==> src/rtl/rcts_pkg.sv <==
// Shared types, constants and pattern tables of the risky call text scanner.
package rcts_pkg;

  localparam int NUM_PAT     = 11;
  localparam int PAT_MAX     = 10;
  localparam int HIST_KEEP   = PAT_MAX - 1;
  localparam int NUM_KINDS   = 7;
  localparam int QUEUE_DEPTH = 2;
  localparam int QPTR_W      = $clog2(QUEUE_DEPTH);
  localparam int QCNT_W      = $clog2(QUEUE_DEPTH + 1);
  localparam int CFG_IDX_W   = 2;
  localparam int CFG_DATA_W  = 16;

  // Configuration register indexes.
  localparam logic [CFG_IDX_W-1:0] REG_DISTINCT_LIMIT = 2'd0;
  localparam logic [CFG_IDX_W-1:0] REG_MIN_KINDS      = 2'd1;
  localparam logic [CFG_IDX_W-1:0] REG_MAX_KINDS      = 2'd2;

  localparam logic [15:0] DISTINCT_LIMIT_RST = 16'd4096;
  localparam logic [3:0]  MIN_KINDS_RST      = 4'd4;
  localparam logic [3:0]  MAX_KINDS_RST      = 4'd12;

  // Finding kinds and risk levels.
  localparam logic [1:0] FK_PATTERN = 2'd0;
  localparam logic [1:0] FK_ANOMALY = 2'd1;
  localparam logic [1:0] FK_CLEAN   = 2'd2;

  localparam logic [1:0] RISK_CRITICAL = 2'd3;
  localparam logic [1:0] RISK_ANOMALY  = 2'd2;
  localparam logic [1:0] RISK_NONE     = 2'd0;

  // Pattern text, last character in the low byte, zero padded at the top.
  localparam logic [PAT_MAX*8-1:0] PAT_TEXT [NUM_PAT] = '{
    80'("gets("), 80'("strcpy("), 80'("sprintf("), 80'("strcat("),
    80'("malloc("), 80'("memcpy("), 80'("system("), 80'("popen("),
    80'("recv("), 80'("read("), 80'("mmap(NULL,")
  };

  localparam logic [3:0] PAT_LEN [NUM_PAT] = '{
    4'd5, 4'd7, 4'd8, 4'd7, 4'd7, 4'd7, 4'd7, 4'd6, 4'd5, 4'd5, 4'd10
  };

  // Summary of one finished text, handed from the scanner to the emitter.
  typedef struct packed {
    logic [NUM_PAT-1:0] pat_hits;
    logic               anomaly;
    logic [7:0]         distinct;
    logic [2:0]         kinds;
  } txt_sum_t;

endpackage

==> src/rtl/rcts_front.sv <==
// Byte scanner: pattern windows, token kinds, distinct byte count, text summary.
module rcts_front (
  input  logic                               clk,
  input  logic                               rst_n,
  input  logic                               cfg_we,
  input  logic [rcts_pkg::CFG_IDX_W-1:0]     cfg_index,
  input  logic [rcts_pkg::CFG_DATA_W-1:0]    cfg_data,
  input  logic                               accept,
  input  logic [7:0]                         text_byte,
  input  logic                               end_of_text,
  output logic                               push,
  output rcts_pkg::txt_sum_t                 push_data
);

  logic [15:0] limit_r;
  logic [3:0]  min_kinds_r;
  logic [3:0]  max_kinds_r;

  logic [255:0]                    seen_r;
  logic [7:0]                      dcount_r;
  logic [7:0]                      dcount_nxt;
  logic [15:0]                     pos_r;
  logic [7:0]                      hist_r [rcts_pkg::HIST_KEEP];
  logic [rcts_pkg::NUM_PAT-1:0]    pat_r;
  logic [rcts_pkg::NUM_PAT-1:0]    pat_all;
  logic [rcts_pkg::NUM_KINDS-1:0]  kind_r;
  logic [rcts_pkg::NUM_KINDS-1:0]  kind_all;
  logic [7:0]                      win [rcts_pkg::PAT_MAX];
  logic                            count_en;
  logic [2:0]                      kinds;
  logic [7:0]                      p1;
  logic [7:0]                      p2;

  always_ff @(posedge clk) begin
    if (!rst_n) begin
      limit_r     <= rcts_pkg::DISTINCT_LIMIT_RST;
      min_kinds_r <= rcts_pkg::MIN_KINDS_RST;
      max_kinds_r <= rcts_pkg::MAX_KINDS_RST;
    end else if (cfg_we) begin
      unique case (cfg_index)
        rcts_pkg::REG_DISTINCT_LIMIT: limit_r     <= cfg_data;
        rcts_pkg::REG_MIN_KINDS:      min_kinds_r <= cfg_data[3:0];
        rcts_pkg::REG_MAX_KINDS:      max_kinds_r <= cfg_data[3:0];
        default: ;
      endcase
    end
  end

  // Window position 0 is the incoming byte, then the stored history, newest first.
  always_comb begin
    win[0] = text_byte;
    for (int j = 1; j < rcts_pkg::PAT_MAX; j++) begin
      win[j] = hist_r[j-1];
    end
  end

  always_comb begin
    logic ok;
    pat_all = pat_r;
    for (int i = 0; i < rcts_pkg::NUM_PAT; i++) begin
      ok = 1'b1;
      for (int j = 0; j < rcts_pkg::PAT_MAX; j++) begin
        if (4'(j) < rcts_pkg::PAT_LEN[i] && win[j] != rcts_pkg::PAT_TEXT[i][j*8 +: 8]) begin
          ok = 1'b0;
        end
      end
      if (ok) begin
        pat_all[i] = 1'b1;
      end
    end
  end

  assign p1 = hist_r[0];
  assign p2 = hist_r[1];

  always_comb begin
    kind_all = kind_r;
    if (text_byte == "{" && (p1 == ")" || p1 == "r"))  kind_all[0] = 1'b1;
    if (p1 == "#" && text_byte == "d")                 kind_all[1] = 1'b1;
    if (p2 == "f" && p1 == "o" && text_byte == "r")    kind_all[2] = 1'b1;
    if (p1 == "i" && text_byte == "f")                 kind_all[3] = 1'b1;
    if (p2 == "r" && p1 == "e" && text_byte == "t")    kind_all[4] = 1'b1;
    if (p1 == "(" && text_byte == "(")                 kind_all[5] = 1'b1;
    if (p2 == "g" && p1 == "o" && text_byte == "t")    kind_all[6] = 1'b1;
  end

  always_comb begin
    kinds = '0;
    for (int k = 0; k < rcts_pkg::NUM_KINDS; k++) begin
      kinds = kinds + 3'(kind_all[k]);
    end
  end

  assign count_en   = (pos_r < limit_r) && !seen_r[text_byte];
  assign dcount_nxt = (count_en && dcount_r != 8'hFF) ? dcount_r + 8'd1 : dcount_r;

  assign push                = accept && end_of_text;
  assign push_data.pat_hits  = pat_all;
  assign push_data.distinct  = dcount_nxt;
  assign push_data.kinds     = kinds;
  assign push_data.anomaly   = ({1'b0, kinds} < min_kinds_r) || ({1'b0, kinds} > max_kinds_r);

  always_ff @(posedge clk) begin
    if (!rst_n) begin
      seen_r   <= '0;
      dcount_r <= '0;
      pos_r    <= '0;
      pat_r    <= '0;
      kind_r   <= '0;
      for (int j = 0; j < rcts_pkg::HIST_KEEP; j++) begin
        hist_r[j] <= '0;
      end
    end else if (accept) begin
      if (end_of_text) begin
        // The whole text state starts over for the next text.
        seen_r   <= '0;
        dcount_r <= '0;
        pos_r    <= '0;
        pat_r    <= '0;
        kind_r   <= '0;
        for (int j = 0; j < rcts_pkg::HIST_KEEP; j++) begin
          hist_r[j] <= '0;
        end
      end else begin
        if (count_en) begin
          seen_r[text_byte] <= 1'b1;
        end
        dcount_r <= dcount_nxt;
        if (pos_r != 16'hFFFF) begin
          pos_r <= pos_r + 16'd1;
        end
        pat_r  <= pat_all;
        kind_r <= kind_all;
        hist_r[0] <= text_byte;
        for (int j = 1; j < rcts_pkg::HIST_KEEP; j++) begin
          hist_r[j] <= hist_r[j-1];
        end
      end
    end
  end

  a_fresh_text_clean: assert property (@(posedge clk) disable iff (!rst_n)
    pos_r == 16'd0 |-> (dcount_r == 8'd0 && kind_r == '0 && pat_r == '0))
    else $error("text state not clear at start of text");

  a_end_clears: assert property (@(posedge clk) disable iff (!rst_n)
    push |=> (pos_r == 16'd0 && seen_r == '0))
    else $error("text state not cleared after last byte");

endmodule

==> src/rtl/rcts_queue.sv <==
// Short queue of text summaries between the scanner and the finding emitter.
module rcts_queue (
  input  logic                clk,
  input  logic                rst_n,
  input  logic                push,
  input  rcts_pkg::txt_sum_t  push_data,
  output logic                full,
  input  logic                pop,
  output logic                valid,
  output rcts_pkg::txt_sum_t  data
);

  rcts_pkg::txt_sum_t              entry_r [rcts_pkg::QUEUE_DEPTH];
  logic [rcts_pkg::QPTR_W-1:0]     wr_ptr_r;
  logic [rcts_pkg::QPTR_W-1:0]     rd_ptr_r;
  logic [rcts_pkg::QCNT_W-1:0]     count_r;

  assign full  = count_r == rcts_pkg::QCNT_W'(rcts_pkg::QUEUE_DEPTH);
  assign valid = count_r != '0;
  assign data  = entry_r[rd_ptr_r];

  // Pointers wrap naturally; the depth is a power of two.
  always_ff @(posedge clk) begin
    if (!rst_n) begin
      wr_ptr_r <= '0;
      rd_ptr_r <= '0;
      count_r  <= '0;
    end else begin
      if (push) begin
        wr_ptr_r <= wr_ptr_r + rcts_pkg::QPTR_W'(1);
      end
      if (pop) begin
        rd_ptr_r <= rd_ptr_r + rcts_pkg::QPTR_W'(1);
      end
      if (push && !pop) begin
        count_r <= count_r + rcts_pkg::QCNT_W'(1);
      end else if (pop && !push) begin
        count_r <= count_r - rcts_pkg::QCNT_W'(1);
      end
    end
  end

  always_ff @(posedge clk) begin
    if (push) begin
      entry_r[wr_ptr_r] <= push_data;
    end
  end

  a_no_overflow: assert property (@(posedge clk) disable iff (!rst_n)
    full |-> !push)
    else $error("summary pushed into a full queue");

  a_no_underflow: assert property (@(posedge clk) disable iff (!rst_n)
    pop |-> valid)
    else $error("summary popped from an empty queue");

endmodule

==> src/rtl/rcts_back.sv <==
// Finding emitter: walks one text summary and sends its findings, one per cycle while the output is ready.
module rcts_back (
  input  logic                clk,
  input  logic                rst_n,
  input  logic                q_valid,
  input  rcts_pkg::txt_sum_t  q_data,
  output logic                q_pop,
  output logic                out_valid,
  input  logic                out_ready,
  output logic [1:0]          out_finding_kind,
  output logic [3:0]          out_pattern_index,
  output logic [1:0]          out_risk_level,
  output logic [7:0]          out_distinct_count,
  output logic [2:0]          out_kinds_present,
  output logic                out_final_finding
);

  logic                          have_r;
  logic [rcts_pkg::NUM_PAT-1:0]  mask_r;
  logic                          anom_r;
  logic [7:0]                    distinct_r;
  logic [2:0]                    kinds_r;

  logic                          out_valid_r;
  logic [1:0]                    kind_out_r;
  logic [3:0]                    idx_out_r;
  logic [1:0]                    risk_out_r;
  logic [7:0]                    distinct_out_r;
  logic [2:0]                    kinds_out_r;
  logic                          final_out_r;

  logic [rcts_pkg::NUM_PAT-1:0]  low_bit;
  logic [rcts_pkg::NUM_PAT-1:0]  rest;
  logic [3:0]                    low_idx;
  logic                          emit_final;
  logic                          out_load;
  logic                          done;

  assign low_bit = mask_r & (~mask_r + rcts_pkg::NUM_PAT'(1));
  assign rest    = mask_r & ~low_bit;

  always_comb begin
    low_idx = '0;
    for (int i = 0; i < rcts_pkg::NUM_PAT; i++) begin
      if (low_bit[i]) begin
        low_idx = 4'(i);
      end
    end
  end

  // A summary with no pattern and no anomaly yields only the clean result.
  assign emit_final = (mask_r != '0) ? (rest == '0 && !anom_r) : 1'b1;
  assign out_load   = have_r && (!out_valid_r || out_ready);
  assign done       = out_load && emit_final;
  assign q_pop      = q_valid && (!have_r || done);

  always_ff @(posedge clk) begin
    if (!rst_n) begin
      have_r <= 1'b0;
    end else if (q_pop) begin
      have_r <= 1'b1;
    end else if (done) begin
      have_r <= 1'b0;
    end
  end

  always_ff @(posedge clk) begin
    if (q_pop) begin
      mask_r     <= q_data.pat_hits;
      anom_r     <= q_data.anomaly;
      distinct_r <= q_data.distinct;
      kinds_r    <= q_data.kinds;
    end else if (out_load) begin
      if (mask_r != '0) begin
        mask_r <= rest;
      end else begin
        anom_r <= 1'b0;
      end
    end
  end

  always_ff @(posedge clk) begin
    if (!rst_n) begin
      out_valid_r <= 1'b0;
    end else if (out_load) begin
      out_valid_r <= 1'b1;
    end else if (out_ready) begin
      out_valid_r <= 1'b0;
    end
  end

  always_ff @(posedge clk) begin
    if (out_load) begin
      distinct_out_r <= distinct_r;
      kinds_out_r    <= kinds_r;
      final_out_r    <= emit_final;
      if (mask_r != '0) begin
        kind_out_r <= rcts_pkg::FK_PATTERN;
        idx_out_r  <= low_idx;
        risk_out_r <= rcts_pkg::RISK_CRITICAL;
      end else if (anom_r) begin
        kind_out_r <= rcts_pkg::FK_ANOMALY;
        idx_out_r  <= '0;
        risk_out_r <= rcts_pkg::RISK_ANOMALY;
      end else begin
        kind_out_r <= rcts_pkg::FK_CLEAN;
        idx_out_r  <= '0;
        risk_out_r <= rcts_pkg::RISK_NONE;
      end
    end
  end

  assign out_valid          = out_valid_r;
  assign out_finding_kind   = kind_out_r;
  assign out_pattern_index  = idx_out_r;
  assign out_risk_level     = risk_out_r;
  assign out_distinct_count = distinct_out_r;
  assign out_kinds_present  = kinds_out_r;
  assign out_final_finding  = final_out_r;

  a_clean_is_final: assert property (@(posedge clk) disable iff (!rst_n)
    (out_valid_r && (kind_out_r == rcts_pkg::FK_CLEAN || kind_out_r == rcts_pkg::FK_ANOMALY))
      |-> final_out_r)
    else $error("clean or anomaly finding not marked final");

  a_pattern_before_final: assert property (@(posedge clk) disable iff (!rst_n)
    (out_load && mask_r != '0 && !emit_final) |=> have_r)
    else $error("summary dropped before its last finding");

endmodule

==> src/rtl/risky_call_text_scanner.sv <==
// Risky call text scanner top level: scanner front, summary queue, finding emitter.
// The block takes one text byte per cycle while in_ready is high and scans it
// against eleven call-name patterns, seven token kinds and a distinct byte count
// in that same cycle. At the last byte of a text a summary enters a two-entry
// queue, and the emitter sends that text's findings one per cycle while the
// output is ready (one per matched pattern in table order, then an anomaly
// finding, or a single clean result). Input is stalled only when both queue
// entries hold finished texts waiting behind the one whose findings the emitter
// is sending. The distinct count uses a 256-bit seen map that clears in the
// cycle of the last byte, so the next text may follow at once; configuration is
// to be written only while the block is idle, which the block itself does not enforce.
module risky_call_text_scanner (
  input  logic                             clk,
  input  logic                             rst_n,
  input  logic                             cfg_we,
  input  logic [rcts_pkg::CFG_IDX_W-1:0]   cfg_index,
  input  logic [rcts_pkg::CFG_DATA_W-1:0]  cfg_data,
  input  logic                             in_valid,
  output logic                             in_ready,
  input  logic [7:0]                       in_text_byte,
  input  logic                             in_end_of_text,
  output logic                             out_valid,
  input  logic                             out_ready,
  output logic [1:0]                       out_finding_kind,
  output logic [3:0]                       out_pattern_index,
  output logic [1:0]                       out_risk_level,
  output logic [7:0]                       out_distinct_count,
  output logic [2:0]                       out_kinds_present,
  output logic                             out_final_finding
);

  logic                q_full;
  logic                q_push;
  rcts_pkg::txt_sum_t  q_push_data;
  logic                q_pop;
  logic                q_valid;
  rcts_pkg::txt_sum_t  q_data;

  assign in_ready = !q_full;

  rcts_front u_front (
    .clk         (clk),
    .rst_n       (rst_n),
    .cfg_we      (cfg_we),
    .cfg_index   (cfg_index),
    .cfg_data    (cfg_data),
    .accept      (in_valid && in_ready),
    .text_byte   (in_text_byte),
    .end_of_text (in_end_of_text),
    .push        (q_push),
    .push_data   (q_push_data)
  );

  rcts_queue u_queue (
    .clk       (clk),
    .rst_n     (rst_n),
    .push      (q_push),
    .push_data (q_push_data),
    .full      (q_full),
    .pop       (q_pop),
    .valid     (q_valid),
    .data      (q_data)
  );

  rcts_back u_back (
    .clk                (clk),
    .rst_n              (rst_n),
    .q_valid            (q_valid),
    .q_data             (q_data),
    .q_pop              (q_pop),
    .out_valid          (out_valid),
    .out_ready          (out_ready),
    .out_finding_kind   (out_finding_kind),
    .out_pattern_index  (out_pattern_index),
    .out_risk_level     (out_risk_level),
    .out_distinct_count (out_distinct_count),
    .out_kinds_present  (out_kinds_present),
    .out_final_finding  (out_final_finding)
  );

endmodule

==> config.mk <==
export PLATFORM = sky130hd
export DESIGN_NAME = risky_call_text_scanner
export DESIGN_NICKNAME = d
export VERILOG_FILES = /design/src/rtl/rcts_pkg.sv /design/src/rtl/rcts_front.sv /design/src/rtl/rcts_queue.sv /design/src/rtl/rcts_back.sv /design/src/rtl/risky_call_text_scanner.sv
export SDC_FILE = /design/constraint.sdc
export NUM_CORES = 1
export LEC_CHECK = 0
export BUFFER_PORTS_ARGS = -buffer_cell sky130_fd_sc_hd__buf_4
export CAP_MARGIN = 20
export CORE_MARGIN = 3
export CORE_UTILIZATION = 56
export DETAILED_ROUTE_END_ITERATION = 8
export GPL_TIMING_DRIVEN = 1
export PLACE_DENSITY = 0.72
export SYNTH_ARGS = -nofsm -noshare
export SYNTH_HDL_FRONTEND = slang
export SYNTH_SLANG_ARGS = --single-unit
==> constraint.sdc <==
create_clock -name clk -period 7.44 [get_ports clk]
set_input_delay 2.232 -clock clk [delete_from_list [all_inputs] [get_ports clk]]
set_output_delay 2.232 -clock clk [all_outputs]
set_load 0.01 [all_outputs]
==> impl_metrics.env, run 1 <==
export IMPL_cp_required_ns=7.75
export IMPL_power_leakage_nw=8.83
export IMPL_critPathLaunchType="primary input"
export IMPL_timing_hold_ws_ns=0.415
export IMPL_final_layout_size_suffix_gt1_share_pct=11.9
export IMPL_top_usage_layer="met2"
export IMPL_dp_final_hpwl_um=35100
export IMPL_drc=0
export IMPL_postLayoutCoreUtil_pct=63.5
export IMPL_clock_sinks=490
export IMPL_wl_um=53800
export IMPL_clock_skew_ns=0.0286
export IMPL_drv_cap=0
export IMPL_power_density_nw_per_um2=272
export IMPL_dp_cells=2362
export IMPL_portBuffers=53
export IMPL_crit_path_end_kind="flip-flop"
export IMPL_arrival_ns=6.48
export IMPL_synth_top_area_share_pct=30.6
export IMPL_start_util_pct=57.1
export IMPL_r2r_start="u_front.hist_r[0][11]$_SDFFCE_PN0P_"
export IMPL_io_pin_count=54
export IMPL_hp_class="reg2reg"
export IMPL_die_h_um=202
export IMPL_slew_viol_final=0
export IMPL_grt_max_degree=115
export IMPL_synthFlopType="dfxtp_1"
export IMPL_period_minus_slack_ns=6.17
export IMPL_ant_nets=0
export IMPL_r2r_slack_ns=2.21
export IMPL_fmax_mhz=162
export IMPL_post_cts_buffers=0
export IMPL_cp_max_fo=26
export IMPL_startpoint="in_text_byte[2]"
export IMPL_hold_viol_final=0
export IMPL_clkTransAtPathRegs_ns=0.06
export IMPL_root_buffer="clkbuf_16"
export IMPL_synthToLayoutAreaGrowth_pct=11.2
export IMPL_ys_seq_area_share_pct=53.0
export IMPL_drtIter0Drc=1465
export IMPL_r2r_end="u_queue.entry_r[0][11]$_DFFE_PP_"
export IMPL_synth_top_area_cell="dfxtp_1"
export IMPL_grt_pass1_wl_um=84800
export IMPL_worstMarginPinSlew_ns=1.12
export IMPL_vias_per_cell=6.47
export IMPL_place_area_um2=22200
export IMPL_synth_edf_count=161
export IMPL_post_cts_resized=0
export IMPL_avgSynthCellArea_um2=11.3
export IMPL_fin_cells=2459
export IMPL_rr_worst_depth=16
export IMPL_core_area_um2=37800
export IMPL_status="completed"
export IMPL_path_class="in2reg"
export IMPL_drt_wirelength_per_cell_um=21.9
export IMPL_setup_worst_path_end="u_queue.entry_r[0][11]$_DFFE_PP_"
export IMPL_yosys_top_cells_area="dfxtp_1 31%, edfxtp_1 22%, a32o_1 8.4%"
export IMPL_hold_depth=0
export IMPL_synth_warnings=0
export IMPL_track_usage_pct=25.7
export IMPL_finalCritPeriodShare_pct=83.0
export IMPL_yosys_cell_types_count=74
export IMPL_fin_setup_tns_ns=0
export IMPL_clockBufferDepth=3
export IMPL_gp_congestion=0.946
export IMPL_setup_violations=0
export IMPL_syn_cell_area_um2=21500
export IMPL_cts_tree="built"
export IMPL_rows=71
export IMPL_worst_skew_pair_late_latency_ns=0.60
export IMPL_peakVddDrop_mv=0.221
export IMPL_vias=15900
export IMPL_grtUsageMet3_pct=5.25
export IMPL_grtUsageMet1_pct=35.5
export IMPL_dr_pass1_iters=6
export IMPL_overflow=0
export IMPL_netlist_instances=1912
export IMPL_synth_nets=1973
export IMPL_async_flop_share_pct=0
export IMPL_final_area_um2=24000
export IMPL_grtUsageMet2_pct=40.9
export IMPL_antenna_found_initial=1
export IMPL_synth_seq_cells=490
export IMPL_cts_htree_levels=2
export IMPL_first_global_vias=15200
export IMPL_ctsHoldBuffers=0
export IMPL_num_nets_final=1967
export IMPL_relSlewSlack_pct=24.5
export IMPL_die_x_um=202
export IMPL_rsz0062_at_grt="false"
export IMPL_numCtsBuffers=50
export IMPL_design_die_area_um2=40900
[logic make-up (layout without fill, tap and decap cells)]
logic type	count (synthesis)	after routing	synth area share, %
multiplexers	156	156	8.53
AO/OA/AOI/OAI	452	452	18.0
buffers and inverters	194	229	4.25
other	0	1	0
adder cells (fa/ha/maj)	30	30	1.84
XOR/XNOR	16	16	0.650
flip-flops	490	490	53.0
AND/OR/NAND/NOR	574	574	13.7
[cells in the mapped netlist (19+ instances only)]
library cell / instances
nand4_1: 19
nor2_1: 137
ha_1: 26
nand2_1: 113
buf_2: 30
nor3_1: 50
a22o_1: 76
mux2i_1: 124
inv_1: 48
clkbuf_1: 91
o21ai_0: 27
nand3_1: 45
and2_1: 80
a22oi_1: 40
a21oi_1: 24
a32o_1: 180
edfxtp_1: 161
dfxtp_1: 329
nor2b_1: 24
mux4_2: 21
[through the flow]
stage | setup slack [ns] | total power, mW
floorplan | 0.332 | 3.73
global placement | 0.847 | 3.97
detailed placement | 0.756 | 4.01
CTS | 1.34 | 6.55
global route | 1.05 | 6.77
finish | 1.27 | 6.53
[where the power goes]
group / internal [mW] / total, mW / switching, mW
Sequential: 3.02 / 3.18 / 0.156
Clock: 1.53 / 2.56 / 1.04
Combinational: 0.275 / 0.785 / 0.509
Total: 4.83 / 6.53 / 1.70
[how the worst min path moves through the flow]
stage          slack [ns]                                     end                            from
6_report             0.41   u_back.out_kinds_present[0]$_DFFE_PP_     u_back.kinds_r[0]$_DFFE_PP_
5_1_grt              0.42  u_back.out_distinct_count[4]$_DFFE_PP_  u_back.distinct_r[4]$_DFFE_PP_
4_1_cts              0.42   u_back.out_kinds_present[0]$_DFFE_PP_     u_back.kinds_r[0]$_DFFE_PP_
3_5_place_dp         0.40  u_back.out_distinct_count[0]$_DFFE_PP_  u_back.distinct_r[0]$_DFFE_PP_
3_3_place_gp         0.40   u_back.out_kinds_present[0]$_DFFE_PP_     u_back.kinds_r[0]$_DFFE_PP_
2_1_floorplan        0.40  u_back.out_distinct_count[0]$_DFFE_PP_  u_back.distinct_r[0]$_DFFE_PP_
[state kept, by name, indices dropped and copies added (netlist names), 2 cells and up, named ones only]
register,flops
u_front.max_kinds_r,4
u_back.out_distinct_count,8
u_front.dcount_r,8
u_front.pos_r,16
u_back.kinds_r,3
u_front.pat_r,11
u_back.out_risk_level,2
u_back.mask_r,11
u_front.min_kinds_r,4
u_front.hist_r,72
u_front.kind_r,7
u_queue.count_r,2
u_front.seen_r,256
u_back.out_finding_kind,2
u_back.out_pattern_index,4
u_front.limit_r,16
u_back.out_kinds_present,3
u_queue.entry_r,46
u_back.distinct_r,8
[placed cells by master, fill, tap and decap left out, types with 27 or more instances in the layout]
cell / instances
nor3_1: 49
edfxtp_1: 161
nor2_1: 133
dfxtp_1: 329
a22o_1: 76
buf_4: 78
a32o_1: 180
nand3_1: 45
mux2i_1: 124
o21ai_0: 27
nand2_1: 113
clkbuf_16: 51
a22oi_1: 40
inv_1: 47
and2_1: 79
[critical path: stages]
cell	delay, ns
buf_4	0.27
nand2b_1	0.17
nor3_1	0.17
buf_4	0.19
nand2_1	0.09
nor4_1	0.39
nor2_1	0.10
fa_1	0.49
fa_1	0.55
inv_1	0.04
ha_1	0.19
inv_1	0.06
fa_1	0.40
inv_1	0.14
ha_1	0.27
a21o_1	0.16
a21oi_1	0.14
a311oi_1	0.07
or3_1	0.35
[cell type report]
type | instances | area [um^2]
clock buffers | 75 | 1500
inverters | 49 | 184
well taps | 511 | 639
multi-input cells | 1228 | 9260
clock inverters | 18 | 198
flip-flops and latches | 490 | 11400
fillers | 2970 | 13800
repair buffers | 87 | 767
diodes | 1 | 2.50
[per-layer routing]
layer,vias to the layer above,wire length [um]
met5,-,0
met4,0,1580
met3,109,4080
met2,620,25000
met1,7876,23100
li1,7306,-
(Power assumes the default switching activity.)
==> run 2: changes to the inputs <==
==> constraint.sdc (replaced) <==
create_clock -name clk -period 5.5 [get_ports clk]
set_input_delay 1.65 -clock clk [delete_from_list [all_inputs] [get_ports clk]]
set_output_delay 1.65 -clock clk [all_outputs]
set_load 0.01 [all_outputs]
==> run 2 against run 1 <==
Effect of this change: core utilization increased by 1.6 points; final cell count up 2.0%; register-to-register slack got worse by 1.9 ns; sequential power is 35% higher; routed wire length increased by 2.3%; sequential cell count did not move; non-clock buffer count rose by 50; clock skew decreased by 0.0049 ns; highest routed layer unchanged.
==> impl_metrics.env, run 2 (synthesis gave the netlist of run 1 again) <==
export IMPL_drt_wirelength_per_cell_um=21.9
export IMPL_power_density_nw_per_um2=369
export IMPL_setup_violations=0
export IMPL_period_minus_slack_ns=5.30
export IMPL_regMostFlops="u_front.seen_r"
export IMPL_vias=16100
export IMPL_ant_nets=0
export IMPL_rsz0062_at_grt="false"
export IMPL_crit_slowest_cell="fa_1"
export IMPL_drv_cap=0
export IMPL_post_cts_resized=0
export IMPL_grt_pass1_wl_um=86500
export IMPL_fmax_mhz=189
export IMPL_ctsHoldBuffers=0
export IMPL_slew_viol_final=0
export IMPL_worstMarginPinSlew_ns=1.08
export IMPL_finalCritPeriodShare_pct=96.4
export IMPL_post_cts_buffers=0
export IMPL_num_nets_final=2017
export IMPL_relSlewSlack_pct=28.0
export IMPL_layout_common_cells="329 x dfxtp_1, 180 x a32o_1, 161 x edfxtp_1"
export IMPL_design_die_area_um2=40900
export IMPL_cts_tree="built"
export IMPL_worst_skew_pair_late_latency_ns=0.59
export IMPL_cp_max_fo=5
export IMPL_hp_class="reg2reg"
export IMPL_io_pin_count=54
export IMPL_antenna_found_initial=0
export IMPL_status="completed"
export IMPL_arrival_ns=5.61
export IMPL_hold_start="u_back.distinct_r[4]$_DFFE_PP_"
export IMPL_postLayoutCoreUtil_pct=65.1
export IMPL_track_usage_pct=26.3
export IMPL_hold_depth=0
export IMPL_clock_skew_ns=0.0237
export IMPL_start_util_pct=57.1
export IMPL_final_layout_size_suffix_gt1_share_pct=14.5
export IMPL_top_regs="u_front.seen_r (256), u_front.hist_r (72), u_queue.entry_r (46)"
export IMPL_first_global_vias=15900
export IMPL_wl_um=55000
export IMPL_drtIter0Drc=1605
export IMPL_root_buffer="clkbuf_16"
export IMPL_fin_setup_tns_ns=0
export IMPL_hold_end="u_back.out_distinct_count[4]$_DFFE_PP_"
export IMPL_numCtsBuffers=50
export IMPL_rr_worst_depth=15
export IMPL_r2r_start="u_front.hist_r[0][11]$_SDFFCE_PN0P_"
export IMPL_total_power_mw=9.06
export IMPL_drc=0
export IMPL_power_leakage_nw=9.14
export IMPL_slowest_delay_ns=0.56
export IMPL_largest_reg_flops=256
export IMPL_r2r_slack_ns=0.30
export IMPL_dp_final_hpwl_um=36000
export IMPL_dp_cells=2411
export IMPL_peakVddDrop_mv=0.261
export IMPL_cp_required_ns=5.81
export IMPL_synthToLayoutAreaGrowth_pct=14.0
export IMPL_clkTransAtPathRegs_ns=0.06
export IMPL_hold_viol_final=0
export IMPL_final_area_um2=24600
export IMPL_diodes=0
export IMPL_portBuffers=53
export IMPL_critPathLaunchType="primary input"
export IMPL_cts_htree_levels=2
export IMPL_dr_pass1_iters=6
export IMPL_fin_cells=2507
export IMPL_nFillCells=2912
export IMPL_clockBufferDepth=3
export IMPL_cp_cell_sequence="buf_4, nand2b_1, nor2_1, nand2_1, nor4_2, nor2_1, fa_1, fa_1, inv_1, ha_1, inv_1, fa_1, xnor2_2, ha_1, a21oi_1, a311oi_1, or3_1"
export IMPL_die_x_um=202
export IMPL_rows=71
export IMPL_crit_path_end_kind="flip-flop"
export IMPL_r2r_end="u_queue.entry_r[1][11]$_DFFE_PP_"
export IMPL_gp_congestion=0.873
export IMPL_cpMostUsedCell="fa_1"
export IMPL_grt_max_degree=105
export IMPL_overflow=0
export IMPL_die_h_um=202
export IMPL_layout_commonest_cell="dfxtp_1"
export IMPL_vias_per_cell=6.43
export IMPL_clock_sinks=490
export IMPL_core_area_um2=37800
export IMPL_place_area_um2=22700
export IMPL_path_class="in2reg"
[run 2: cell types whose count changed in the layout (fill, tap and decap cells not counted), sizes merged]
cell      before  now
bufinv         4    9
clkinvlp       1    5
buf           87  137
inv           50   49
clkbuf        75   67
diode          1    0
clkinv        12   11
[run 2: cell type report]
type                            instances  area, um^2  share of cell area (%)
Timing Repair Buffer                  137        1230                    5.02
Inverter                               49         184                   0.749
Sequential cell                       490       11400                    46.5
Tap cell                              511         639                    2.60
Clock inverter                         25         364                    1.48
Multi-Input combinational cell       1228        9320                    37.9
Clock buffer                           67        1410                    5.72
[run 2: how the worst max path moves through the flow]
stage	endpoint	cells past startpoint	slack [ns]	startpoint
2_1_floorplan	u_queue.entry_r[0][11]$_DFFE_PP_	21	-0.43	in_text_byte[3]
3_3_place_gp	u_queue.entry_r[0][11]$_DFFE_PP_	17	-0.24	in_text_byte[7]
3_5_place_dp	u_queue.entry_r[1][11]$_DFFE_PP_	17	-0.36	in_text_byte[7]
4_1_cts	u_queue.entry_r[1][11]$_DFFE_PP_	17	0.25	in_text_byte[7]
5_1_grt	u_queue.entry_r[1][11]$_DFFE_PP_	17	0.05	in_text_byte[7]
6_report	u_queue.entry_r[1][11]$_DFFE_PP_	17	0.20	in_text_byte[7]
[run 2: metrics by stage]
| stage | hold slack, ns | setup WS [ns] |
|---|---|---|
| after floorplan | 0.400 | -0.434 |
| after global placement | 0.405 | -0.242 |
| after detailed placement | 0.408 | -0.358 |
| after CTS | 0.419 | 0.253 |
| after global routing | 0.423 | 0.0545 |
| final | 0.417 | 0.200 |
[run 2: per-layer routing]
layer	share of wire (%)	global-route usage, %
met1	43	35.6
met2	47	43.4
met3	6.6	4.35
met4	2.8	8.86
met5	0	0
[run 2: worst max-delay path: cells and delay by family]
family                   cells  cell delay, ns
AO/OA/AOI/OAI                2            0.21
XOR/XNOR                     1            0.29
adder cells (fa/ha/maj)      5            1.87
buffers and inverters        3            0.23
AND/OR/NAND/NOR              6            1.35
[run 2: where the power goes]
part | internal [mW] | leakage [nW] | switching [mW] | total, mW
clock | 2.22 | 0.856 | 1.41 | 3.63
combinational | 0.418 | 4.00 | 0.721 | 1.14
sequential | 4.09 | 4.28 | 0.206 | 4.29
